File: src/sv/stfr_pkg.sv
`default_nettype none

package stfr_pkg;

    localparam int MAX_FRAME_BYTES_DEF = 16;

    // SLIP symbols
    localparam logic [7:0] SYM_END     = 8'hC0;
    localparam logic [7:0] SYM_ESC     = 8'hDB;
    localparam logic [7:0] SYM_ESC_END = 8'hDC;
    localparam logic [7:0] SYM_ESC_ESC = 8'hDD;

    localparam logic [7:0] SOURCE_ADDR    = 8'h11;
    localparam logic [7:0] CTRL_READ_FILE = 8'hA7;
    localparam logic [7:0] CTRL_DIAG      = 8'hA4;

    // File addresses of the read-address reply
    localparam logic [7:0] FA_TEMPERATURE = 8'h03;
    localparam logic [7:0] FA_SPEED       = 8'h15;
    localparam logic [7:0] FA_SUPPLY      = 8'h02;
    localparam logic [7:0] FA_UPSETS      = 8'h18;
    localparam logic [7:0] FA_FAULT       = 8'h19;
    localparam logic [7:0] FA_DIAG        = 8'h00;

    localparam logic [15:0] CRC_INIT = 16'hFFFF;
    localparam logic [15:0] CRC_POLY = 16'h8408;

    typedef enum logic [2:0] {
        ST_OK          = 3'd0,
        ST_UNKNOWN_FA  = 3'd1,
        ST_BAD_ESCAPE  = 3'd2,
        ST_NO_END      = 3'd3,
        ST_OVERFLOW    = 3'd4
    } status_t;

    typedef enum logic [2:0] {
        QTY_NONE        = 3'd0,
        QTY_TEMPERATURE = 3'd1,
        QTY_SPEED       = 3'd2,
        QTY_SUPPLY      = 3'd3,
        QTY_UPSETS      = 3'd4,
        QTY_FAULT       = 3'd5,
        QTY_RESET_CAUSE = 3'd6
    } quantity_t;

    typedef enum logic [1:0] {
        PH_IDLE    = 2'd0,
        PH_COLLECT = 2'd1,
        PH_ENDED   = 2'd2,
        PH_HALTED  = 2'd3
    } phase_t;

    typedef struct packed {
        logic [7:0] rx_byte;
        logic       first_of_read;
        logic       last_of_read;
    } item_t;

    typedef struct packed {
        status_t    status;
        logic       crc_ok;
        quantity_t  quantity;
        logic [31:0] value;
    } result_t;

    // Reflected CRC-16 update over one byte
    function automatic logic [15:0] crc16_byte(input logic [15:0] crc, input logic [7:0] b);
        logic [15:0] c;
        c = crc ^ {8'h00, b};
        for (int k = 0; k < 8; k++) begin
            if (c[0]) begin
                c = (c >> 1) ^ CRC_POLY;
            end else begin
                c = c >> 1;
            end
        end
        return c;
    endfunction

    localparam logic [15:0] CRC_SRC_SEED = crc16_byte(CRC_INIT, SOURCE_ADDR);

endpackage

`default_nettype wire

File: src/sv/stfr_in_stage.sv
`default_nettype none

module stfr_in_stage (
    input  wire logic          aclk,
    input  wire logic          aresetn,
    input  wire logic          s_valid,
    output logic               s_ready,
    input  wire stfr_pkg::item_t s_item,
    input  wire logic          take,
    output logic               item_valid,
    output stfr_pkg::item_t    item
);
    import stfr_pkg::*;

    logic  valid_reg;
    item_t item_reg;

    // Refill in the same cycle the held item moves on
    assign s_ready    = !valid_reg || take;
    assign item_valid = valid_reg;
    assign item       = item_reg;

    always_ff @(posedge aclk) begin
        if (!aresetn) begin
            valid_reg <= 1'b0;
        end else if (s_valid && s_ready) begin
            valid_reg <= 1'b1;
        end else if (take) begin
            valid_reg <= 1'b0;
        end
    end

    always_ff @(posedge aclk) begin
        if (s_valid && s_ready) begin
            item_reg <= s_item;
        end
    end

endmodule

`default_nettype wire

File: src/sv/stfr_deframer.sv
`default_nettype none

module stfr_deframer #(
    parameter int MAX_FRAME_BYTES = stfr_pkg::MAX_FRAME_BYTES_DEF
) (
    input  wire logic            aclk,
    input  wire logic            aresetn,
    input  wire logic            cfg_wr_en,
    input  wire logic [7:0]      cfg_wr_data,
    input  wire logic            take,
    input  wire stfr_pkg::item_t item,
    output stfr_pkg::result_t    result
);
    import stfr_pkg::*;

    localparam int CNT_W = $clog2(MAX_FRAME_BYTES);

    phase_t            phase_reg, phase_next;
    logic              esc_reg, esc_next;
    logic [CNT_W-1:0]  cnt_reg, cnt_next;
    logic [15:0]       crc_reg, crc_next;
    logic [7:0]        ctrl_reg, ctrl_next;
    logic [7:0]        fa_reg, fa_next;
    logic [31:0]       pay_reg, pay_next;
    logic              ovf_reg, ovf_next;
    logic [15:0]       seed_reg;

    phase_t            ph;
    logic              esc;
    logic [CNT_W-1:0]  cnt;
    logic [15:0]       crc;
    logic [7:0]        ctrl;
    logic [7:0]        fa;
    logic [31:0]       pay;
    logic              ovf;
    logic              store;
    logic [7:0]        dbyte;

    // CRC over source and device address is fixed per read; fold it at write time
    always_ff @(posedge aclk) begin
        if (!aresetn) begin
            seed_reg <= crc16_byte(CRC_SRC_SEED, 8'h00);
        end else if (cfg_wr_en) begin
            seed_reg <= crc16_byte(CRC_SRC_SEED, cfg_wr_data);
        end
    end

    always_ff @(posedge aclk) begin
        if (!aresetn) begin
            phase_reg <= PH_IDLE;
            esc_reg   <= 1'b0;
            cnt_reg   <= '0;
            crc_reg   <= CRC_INIT;
            ctrl_reg  <= '0;
            fa_reg    <= '0;
            pay_reg   <= '0;
            ovf_reg   <= 1'b0;
        end else begin
            phase_reg <= phase_next;
            esc_reg   <= esc_next;
            cnt_reg   <= cnt_next;
            crc_reg   <= crc_next;
            ctrl_reg  <= ctrl_next;
            fa_reg    <= fa_next;
            pay_reg   <= pay_next;
            ovf_reg   <= ovf_next;
        end
    end

    always_comb begin
        ph    = phase_reg;
        esc   = esc_reg;
        cnt   = cnt_reg;
        crc   = crc_reg;
        ctrl  = ctrl_reg;
        fa    = fa_reg;
        pay   = pay_reg;
        ovf   = ovf_reg;
        store = 1'b0;
        dbyte = item.rx_byte;

        // Drop any read in progress
        if (item.first_of_read) begin
            ph   = PH_IDLE;
            esc  = 1'b0;
            cnt  = '0;
            crc  = CRC_INIT;
            ctrl = '0;
            fa   = '0;
            pay  = '0;
            ovf  = 1'b0;
        end

        if (ph == PH_IDLE) begin
            crc = seed_reg;
            ph  = PH_COLLECT;
        end

        if (ph == PH_COLLECT) begin
            if (esc) begin
                esc = 1'b0;
                if (item.rx_byte == SYM_ESC_END) begin
                    store = 1'b1;
                    dbyte = SYM_END;
                end else if (item.rx_byte == SYM_ESC_ESC) begin
                    store = 1'b1;
                    dbyte = SYM_ESC;
                end else begin
                    ph  = PH_HALTED;
                    ovf = 1'b0;
                end
            end else if (item.rx_byte == SYM_END) begin
                ph = PH_ENDED;
            end else if (item.rx_byte == SYM_ESC) begin
                esc = 1'b1;
            end else begin
                store = 1'b1;
            end
        end

        if (store) begin
            // Leave room for the end marker
            if ({1'b0, cnt} + (CNT_W+1)'(1) >= (CNT_W+1)'(MAX_FRAME_BYTES)) begin
                ph  = PH_HALTED;
                ovf = 1'b1;
            end else begin
                case (cnt)
                    CNT_W'(0): ctrl = dbyte;
                    CNT_W'(1): fa = dbyte;
                    CNT_W'(2): pay[7:0] = dbyte;
                    CNT_W'(3): pay[15:8] = dbyte;
                    CNT_W'(4): pay[23:16] = dbyte;
                    CNT_W'(5): pay[31:24] = dbyte;
                    default: ;
                endcase
                crc = crc16_byte(crc, dbyte);
                cnt = cnt + CNT_W'(1);
            end
        end

        result.status   = ST_OK;
        result.crc_ok   = 1'b0;
        result.quantity = QTY_NONE;
        result.value    = '0;
        case (ph)
            PH_ENDED: begin
                result.crc_ok = (crc == 16'h0000);
                if (ctrl == CTRL_READ_FILE) begin
                    case (fa)
                        FA_TEMPERATURE: result.quantity = QTY_TEMPERATURE;
                        FA_SPEED:       result.quantity = QTY_SPEED;
                        FA_SUPPLY:      result.quantity = QTY_SUPPLY;
                        FA_UPSETS:      result.quantity = QTY_UPSETS;
                        FA_FAULT:       result.quantity = QTY_FAULT;
                        default:        result.status = ST_UNKNOWN_FA;
                    endcase
                end else if (ctrl == CTRL_DIAG && fa == FA_DIAG) begin
                    result.quantity = QTY_RESET_CAUSE;
                end
                if (result.quantity != QTY_NONE) begin
                    result.value = pay;
                end
            end
            PH_HALTED: result.status = ovf ? ST_OVERFLOW : ST_BAD_ESCAPE;
            default:   result.status = ST_NO_END;
        endcase

        phase_next = phase_reg;
        esc_next   = esc_reg;
        cnt_next   = cnt_reg;
        crc_next   = crc_reg;
        ctrl_next  = ctrl_reg;
        fa_next    = fa_reg;
        pay_next   = pay_reg;
        ovf_next   = ovf_reg;
        if (take) begin
            if (item.last_of_read) begin
                phase_next = PH_IDLE;
                esc_next   = 1'b0;
                cnt_next   = '0;
                crc_next   = CRC_INIT;
                ctrl_next  = '0;
                fa_next    = '0;
                pay_next   = '0;
                ovf_next   = 1'b0;
            end else begin
                phase_next = ph;
                esc_next   = esc;
                cnt_next   = cnt;
                crc_next   = crc;
                ctrl_next  = ctrl;
                fa_next    = fa;
                pay_next   = pay;
                ovf_next   = ovf;
            end
        end
    end

endmodule

`default_nettype wire

File: src/sv/stfr_out_stage.sv
`default_nettype none

module stfr_out_stage (
    input  wire logic              aclk,
    input  wire logic              aresetn,
    input  wire logic              load,
    input  wire stfr_pkg::result_t result,
    output logic                   busy,
    output logic                   m_valid,
    input  wire logic              m_ready,
    output stfr_pkg::result_t      m_result
);
    import stfr_pkg::*;

    logic    valid_reg;
    result_t result_reg;

    assign m_valid  = valid_reg;
    assign m_result = result_reg;
    // Hold off new work only while a result waits and the sink stalls
    assign busy     = valid_reg && !m_ready;

    always_ff @(posedge aclk) begin
        if (!aresetn) begin
            valid_reg <= 1'b0;
        end else if (load) begin
            valid_reg <= 1'b1;
        end else if (m_ready) begin
            valid_reg <= 1'b0;
        end
    end

    always_ff @(posedge aclk) begin
        if (load) begin
            result_reg <= result;
        end
    end

endmodule

`default_nettype wire

File: src/sv/slip_telemetry_frame_receiver.sv
// SLIP telemetry frame receiver.
// Input channel (s_valid/s_ready): one raw received byte per item, with
// s_first_of_read starting a new read and s_last_of_read closing it.
// Result channel (m_valid/m_ready): one item per read, issued for the byte
// that carries s_last_of_read: status, CRC flag, quantity and 32-bit value.
// cfg_wr_en/cfg_wr_data set the device address used in the CRC; write it
// only while no read is in flight.
// A byte is decoded out of the input register once the result register can
// take its outcome, which for the last byte of a read is loaded there and
// raises m_valid. Throughput is one byte per cycle unless a result waits on
// low m_ready; the decode and a byte-wide CRC update sit in a single stage.
// When m_ready is low and a result is waiting, the input register holds the
// next byte and s_ready falls once it is full; nothing is dropped.
// Reset (aresetn low, synchronous) clears both registers, the decoder state
// and the device address (zero).
`default_nettype none

module slip_telemetry_frame_receiver #(
    parameter int MAX_FRAME_BYTES = stfr_pkg::MAX_FRAME_BYTES_DEF
) (
    input  wire logic        aclk,
    input  wire logic        aresetn,
    input  wire logic        cfg_wr_en,
    input  wire logic [7:0]  cfg_wr_data,
    input  wire logic        s_valid,
    output logic             s_ready,
    input  wire logic [7:0]  s_rx_byte,
    input  wire logic        s_first_of_read,
    input  wire logic        s_last_of_read,
    output logic             m_valid,
    input  wire logic        m_ready,
    output logic [2:0]       m_status,
    output logic             m_crc_ok,
    output logic [2:0]       m_quantity,
    output logic [31:0]      m_value
);
    import stfr_pkg::*;

    item_t   s_item;
    item_t   item;
    logic    item_valid;
    logic    take;
    logic    busy;
    result_t result;
    result_t m_result;

    assign s_item.rx_byte       = s_rx_byte;
    assign s_item.first_of_read = s_first_of_read;
    assign s_item.last_of_read  = s_last_of_read;

    // Advance a held byte whenever the result register can take its outcome
    assign take = item_valid && !busy;

    stfr_in_stage u_in (
        .aclk       (aclk),
        .aresetn    (aresetn),
        .s_valid    (s_valid),
        .s_ready    (s_ready),
        .s_item     (s_item),
        .take       (take),
        .item_valid (item_valid),
        .item       (item)
    );

    stfr_deframer #(
        .MAX_FRAME_BYTES (MAX_FRAME_BYTES)
    ) u_deframer (
        .aclk        (aclk),
        .aresetn     (aresetn),
        .cfg_wr_en   (cfg_wr_en),
        .cfg_wr_data (cfg_wr_data),
        .take        (take),
        .item        (item),
        .result      (result)
    );

    stfr_out_stage u_out (
        .aclk     (aclk),
        .aresetn  (aresetn),
        .load     (take && item.last_of_read),
        .result   (result),
        .busy     (busy),
        .m_valid  (m_valid),
        .m_ready  (m_ready),
        .m_result (m_result)
    );

    assign m_status   = m_result.status;
    assign m_crc_ok   = m_result.crc_ok;
    assign m_quantity = m_result.quantity;
    assign m_value    = m_result.value;

endmodule

`default_nettype wire

File: config.mk
export PLATFORM = sky130hd
export DESIGN_NAME = slip_telemetry_frame_receiver
export DESIGN_NICKNAME = d
export VERILOG_FILES = /design/src/sv/stfr_pkg.sv /design/src/sv/stfr_in_stage.sv /design/src/sv/stfr_deframer.sv /design/src/sv/stfr_out_stage.sv /design/src/sv/slip_telemetry_frame_receiver.sv
export SDC_FILE = /design/constraint.sdc
export NUM_CORES = 1
export LEC_CHECK = 0
export BUFFER_PORTS_ARGS = -buffer_cell sky130_fd_sc_hd__buf_2
export CAP_MARGIN = 25
export CORE_MARGIN = 2
export CORE_UTILIZATION = 50
export CTS_CLUSTER_DIAMETER = 200
export CTS_CLUSTER_SIZE = 28
export DETAILED_ROUTE_END_ITERATION = 10
export PLACE_DENSITY = 0.72
export SLEW_MARGIN = 25
export SYNTH_ARGS = -nofsm -noshare
export SYNTH_HDL_FRONTEND = slang
export SYNTH_SLANG_ARGS = --single-unit
export TNS_END_PERCENT = 50
File: constraint.sdc
create_clock -name aclk -period 3 [get_ports aclk]
set_clock_uncertainty 0.15 [all_clocks]
set_input_delay 0 -clock aclk [delete_from_list [all_inputs] [get_ports aclk]]
set_output_delay 0 -clock aclk [all_outputs]
set_load 0.03 [all_outputs]
Yosys cells after proc, flatten, opt, wreduce, memory -nomap -nowiden. Index checks and enable logic that the tools add are counted.

Register bits: 139.

Add/sub/neg operators: 2. Order comparisons: 1. Equal/unequal tests: 19. Multiplexer cells: 117. Bitwise operators: 18. Reduce and logical (&&, ||, !) cells: 18.

Operator list (number): two-way mux 16 bit (49); two-way mux 8 bit (18); two-way mux 32 bit (4); == test 8 bit, second input constant (6); NOT 2 -> 3 bit (16); two-way mux 1 bit (25); == test 8 x 5 -> 1 bit, second input constant (3); two-way mux 2 bit (10); == test 8 x 2 -> 1 bit, second input constant (2); logical NOT 16 bit (1); two-way mux 4 bit (4); bitwise XOR 16 x 8 -> 16 bit (1); two-way mux 3 bit (5); case mux 3 bit (5 select lines) (1); == test 4 x 2 -> 1 bit, second input constant (2); == test 4 x 3 -> 1 bit, second input constant (2); logical NOT 8 bit (1); NOT 5 -> 8 bit (1); case mux 3 bit (2 select lines) (1); adder 4 x 1 -> 5 bit, second input constant (1); greater-or-equal comparator 5 bit, second input constant (1); logical AND 1 bit (5); OR reduction 5 bit (1); adder 4 x 1 -> 4 bit, second input constant (1); other kinds (10) (14).

Longest topological paths before layout.
Depth after elaboration: 39. Depth in mapped cells: 14.

Cells and area by module. A second synthesis with hierarchy kept.

Cell total of the unflattened synthesis: 748. Area, all modules: 7389.6 um^2.

By module, submodules not included: stfr_deframer (instances 1, cells an instance 689, area each 5804.3 um^2); stfr_out_stage (instances 1, cells an instance 42, area each 1212.4 um^2); stfr_in_stage (instances 1, cells an instance 15, area each 357.8 um^2); slip_telemetry_frame_receiver (instances 1, cells an instance 2, area each 15.0 um^2).

Least setup slack after synthesis. Ideal clock, no wire load.

Path kind: reg-to-reg. Start: register u_in.item_reg (netlist bit u_in.item[1]). End: register u_out.result_reg (netlist bit u_out.m_result[17]), data pin. Arrival: 2.879 ns. Data required time: 2.710 ns. Setup slack: -0.169 ns. Cell stages (with the launch flop): 14. Period minus slack after synthesis: 3.169 ns. Cell sequence: edfxtp_1 buf_2 clkbuf_1 clkbuf_1 clkbuf_1 nor2b_1 inv_1 ha_1 and4_1 or4_1 a21boi_1 o21ai_1 buf_2 nor2_1.

Cells in the longest elaborated chain, start to end: 15.

Ends and longest elaborated chain: start, declared (RTL line stfr_in_stage.sv:16) `item_t item_reg;`; start signal, assigned (RTL line stfr_in_stage.sv:35) `item_reg <= s_item;`; parallel branches: the longest is 15 deep, another holds adder 4 x 1 -> 5 bit; end signal, assigned (RTL line stfr_out_stage.sv:35) `result_reg <= result;`; end, declared (RTL line stfr_out_stage.sv:16) `result_t result_reg;`.

Parallel ways; which one is timed is not known. The select of a mux whose other input is x is not followed. A chain may end at the register's enable or synchronous reset.

Worst setup path in the final report.
Start: register u_in.item_reg (netlist bit u_in.item[1]). End: register u_out.result_reg (netlist bit u_out.m_result[35]), data pin.

Cells in the longest elaborated chain, start to end: 32.

Ends and longest elaborated chain: two-way mux 2 bit (RTL line stfr_deframer.sv:83) `if (item.first_of_read) begin`; logical NOT 2 bit (RTL line stfr_deframer.sv:94) `if (ph == PH_IDLE) begin`; two-way mux 2 bit (RTL line stfr_deframer.sv:94); == test 2 x 1 -> 1 bit (RTL line stfr_deframer.sv:99) `if (ph == PH_COLLECT) begin`; two-way mux 8 bit (RTL line stfr_deframer.sv:99); bitwise XOR 16 x 8 -> 16 bit (RTL line stfr_pkg.sv:69) `c = crc ^ {8'h00, b};`; NOT 2 -> 3 bit (no source line) or two-way mux 16 bit (tied branches); two-way mux 16 bit, on equally long branches (RTL line stfr_pkg.sv:71, stfr_deframer.sv:123); [... 16 more ...]; two-way mux 16 bit (tied with other cells) (RTL line stfr_deframer.sv:121) `if (store) begin`; two-way mux 16 bit, on equally long branches (RTL line stfr_pkg.sv:71, stfr_deframer.sv:123); two-way mux 16 bit, on equally long branches (RTL line stfr_deframer.sv:123, stfr_deframer.sv:121); two-way mux 16 bit or NOT 2 -> 3 bit (tied branches); two-way mux 16 bit (RTL line stfr_pkg.sv:71) `if (c[0]) begin`; two-way mux 16 bit (RTL line stfr_deframer.sv:123) `if ({1'b0, cnt} + (CNT_W+1)'(1) >= (CNT_W+1)'(MAX_FRAME_BYTES)) begin`; two-way mux 16 bit (RTL line stfr_deframer.sv:121); logical NOT 16 bit (RTL line stfr_deframer.sv:147) `result.crc_ok = (crc == 16'h0000);`.

Several ways; a longest one is shown, not always the timed one. The select of a mux whose other input is x is not followed.

==> flow_metrics.py <==
metrics = {
    "clock_network": {
        "clkTransAtPathRegs_ns": 0.06,
        "cts_root_buffer": "clkbuf_16",
        "cts_sinks": 136,
        "clock_latency_ns": 0.43,
        "cts_max_level": 4,
        "numCtsBuffers": 17,
        "clockBufferDepth": 2,
        "cts_tree": "done",
    },
    "detailed_routing": {
        "drt_iter0_drc": 625,
        "post_drt_wl_per_cell_um": 18.0,
        "drtAntennaViolNets": 0,
        "drc": 0,
        "wl_mm": 18.8,
        "dr.pass1.iters": 7,
        "num_vias": 6129,
        "via_per_inst": 5.86,
    },
    "worst_setup_path": {
        "reg2reg_slack_ns": 0.15,
        "critPathMaxStageDelay_ns": 0.45,
        "crit_start": "u_in.item[1]",
        "start_kind": "flop",
        "worstPathMaxFanout": 6,
        "required_ns": 3.15,
        "cp_slowest_cell": "edfxtp_1",
        "cp_data_arrival_time_ns": 3.00,
        "path_common_cell": "xnor2_1",
        "cp_num_buf_inv": 0,
        "worstSetupEndpointType": "flop",
        "crit_family": "simple AND/OR/NAND/NOR gates",
        "path_cells": "nand2b_1 > or3_1 > o31ai_2 > xnor2_1 > xnor2_1 > o21ai_0 > nand4_1 > and4bb_1",
        "reg2reg_from": "u_in.item[1]",
        "worstSetupPathType": "flop to flop",
    },
    "placed_design": {
        "dp_hpwl_mm": 12.7,
        "place_congestion": 0.918,
        "portBuffers": 63,
        "place_inst": 986,
        "placed_cell_area_um2": 7670,
    },
    "sta": {
        "fmax_mhz": 350,
        "tns_ns": 0,
        "worst_slew_pin_slew_ns": 0.816,
        "setup_viol": 0,
        "fin_crit_ns": 2.85,
        "rsz0062_at_grt": "no",
        "maxSlewHeadroom_pct": 45.4,
        "final_max_slew_viol_count": 0,
        "min_period_over_period_pct": 95.1,
        "hold_viol": 0,
    },
    "die": {
        "die_w_um": 123,
        "die-area_um2": 15000,
        "boundaryPins": 64,
        "coreArea_um2": 13800,
        "die_h_um": 123,
        "start_util_pct": 50.9,
        "row_count": 43,
    },
    "cells_and_area": {
        "nFillCells": 1155,
        "diodes": 0,
        "area_growth_pct": 21.9,
        "drive_gt1_share_pct": 18.7,
        "fin_cells": 1046,
        "largest_reg_flops": 39,
        "nets": 880,
        "post-route-cell-area_um2": 8570,
    },
    "min_path": {
        "hold_path.class": "primary input to flop",
        "hp-start": "s_last_of_read",
    },
    "pwr": {
        "p_leak_nw": 3.17,
        "peakVddDrop_uv": 352,
        "finalPower_w": 0.00470,
        "power_density_nw_per_um2": 548,
    },
    "global_route": {
        "grt_usage_pct": 25.9,
        "grt-busiest-layer": "met2",
        "grt_max_degree": 59,
        "use_met1_pct": 32.7,
        "antenna_found_initial": 0,
        "first_global_vias": 5742,
        "grtUsageMet3_pct": 5.62,
        "use_met2_pct": 41.4,
        "overflow": 0,
        "grt_pass1_wl_mm": 29.6,
    },
    "synth": {
        "synth_flop_cell": "dfxtp_1",
        "synth-edff-count": 49,
        "synth_commonest_cells": "87 x dfxtp_1, 75 x nor2_1, 64 x nor2b_1",
        "yosysWarnings": 0,
        "synth_top_area_share_pct": 24.8,
        "synth.largest_area_cell": "dfxtp_1",
        "synth_area_um2": 7030,
        "synthesis.nets": 788,
        "syn_area_per_cell_um2": 9.24,
        "synthArstFlopShare_pct": 0,
        "synthDistinctLibCells": 67,
        "synth_most_common_cell": "dfxtp_1",
        "syn_inst": 761,
        "synthTopCellsByArea": "dfxtp_1 25%, edfxtp_1 21%, nor2b_1 5.7%",
        "synth_seq_cells": 136,
        "ys_seq_area_share_pct": 45.7,
    },
    "run": {
        "cap_violations": 0,
    },
    "outcome": {
        "status": "finished clean",
    },
}
## cell type report
cell class                      instances  area (µm²)  share of cell area (%)
Multi-Input combinational cell        552        3570                    41.7
Timing Repair Buffer                  136         950                    11.1
Clock inverter                         15         148                    1.72
Inverter                               10        37.5                   0.438
Tap cell                              180         225                    2.63
Clock buffer                           17         425                    4.96
Sequential cell                       136        3210                    37.5
## power by group
group	total [W]	switching [W]	internal, W
Combinational	0.000619	0.000358	0.000261
Sequential	0.00202	0.0000482	0.00197
Clock	0.00206	0.000839	0.00122
Total	0.00470	0.00125	0.00345
## per-stage QoR
step	hold slack (ns)	util, %	setup slack, ns
2_1_floorplan	-0.0511	-	0.00358
3_3_place_gp	0.0296	55.5	0.0753
3_5_place_dp	0.0281	55.5	0.130
4_1_cts	0.106	61.7	0.0957
5_1_grt	0.114	62.0	0.00387
6_report	0.117	62.0	0.147
## cell usage in the layout, fill, tap and decap left out, drive strengths merged, types with 3 or more instances in the layout
| cell type | instances |
|---|---|
| and2 | 8 |
| nand2 | 60 |
| a22oi | 38 |
| xnor3 | 3 |
| clkbuf | 17 |
| nand3 | 15 |
| nand2b | 6 |
| nor2b | 64 |
| a31oi | 8 |
| xnor2 | 25 |
| nand4b | 4 |
| dlygate4sd3 | 28 |
| nor2 | 75 |
| edfxtp | 49 |
| and3 | 18 |
| xor2 | 14 |
| o21ai | 39 |
| nand4 | 9 |
| nand3b | 4 |
| o211a | 3 |
| and4 | 3 |
| nor3b | 19 |
| nor4 | 3 |
| dfxtp | 87 |
| a21boi | 6 |
| inv | 15 |
| a32oi | 12 |
| mux2i | 15 |
| or3 | 6 |
| buf | 108 |
| o41a | 3 |
| clkinv | 6 |
| a21oi | 39 |
| o211ai | 15 |
| nor3 | 7 |
| ha | 4 |
## worst register-to-register path, stage by stage (launching register included)
cell,delay [ns]
edfxtp_1,0.45
nand2b_1,0.29
or3_1,0.42
o31ai_2,0.30
xnor2_1,0.27
xnor2_1,0.12
o21ai_0,0.31
nand4_1,0.15
and4bb_1,0.26
## cell families after synthesis
| logic type | synth area share, % |
|---|---|
| compound gates | 17.8 |
| xor+xnor | 5.92 |
| fa+ha+maj | 0.712 |
| buf+inv | 4.32 |
| flops | 45.7 |
| mux | 2.29 |
| simple gates | 23.2 |
## worst paths after layout
path | endpoint | depth (start not counted)
worst min-delay path | u_in.item[0] | 2
worst max-delay path | u_out.m_result[35] | 8
worst min register to register | u_deframer.crc_reg[5] | 2
worst max register to register | u_out.m_result[35] | 8
## routing by layer
| layer | wire [µm] | vias up | share of wire, % |
|---|---|---|---|
| met3 | 1210 | 56 | 6.4 |
| met4 | 658 | 0 | 3.5 |
| met1 | 8190 | 2919 | 44 |
| li1 | - | 2923 | - |
| met5 | 0 | - | 0 |
| met2 | 8750 | 231 | 47 |
## what timing repair did
action	in CTS	in global routing
endpoints found under the hold margin	25	0
hold buffers	28	0
gates resized for setup	0	11
setup endpoints to repair	0	44
buffers inserted	0	0
No activity file was read; power rests on OpenSTA's default activity.
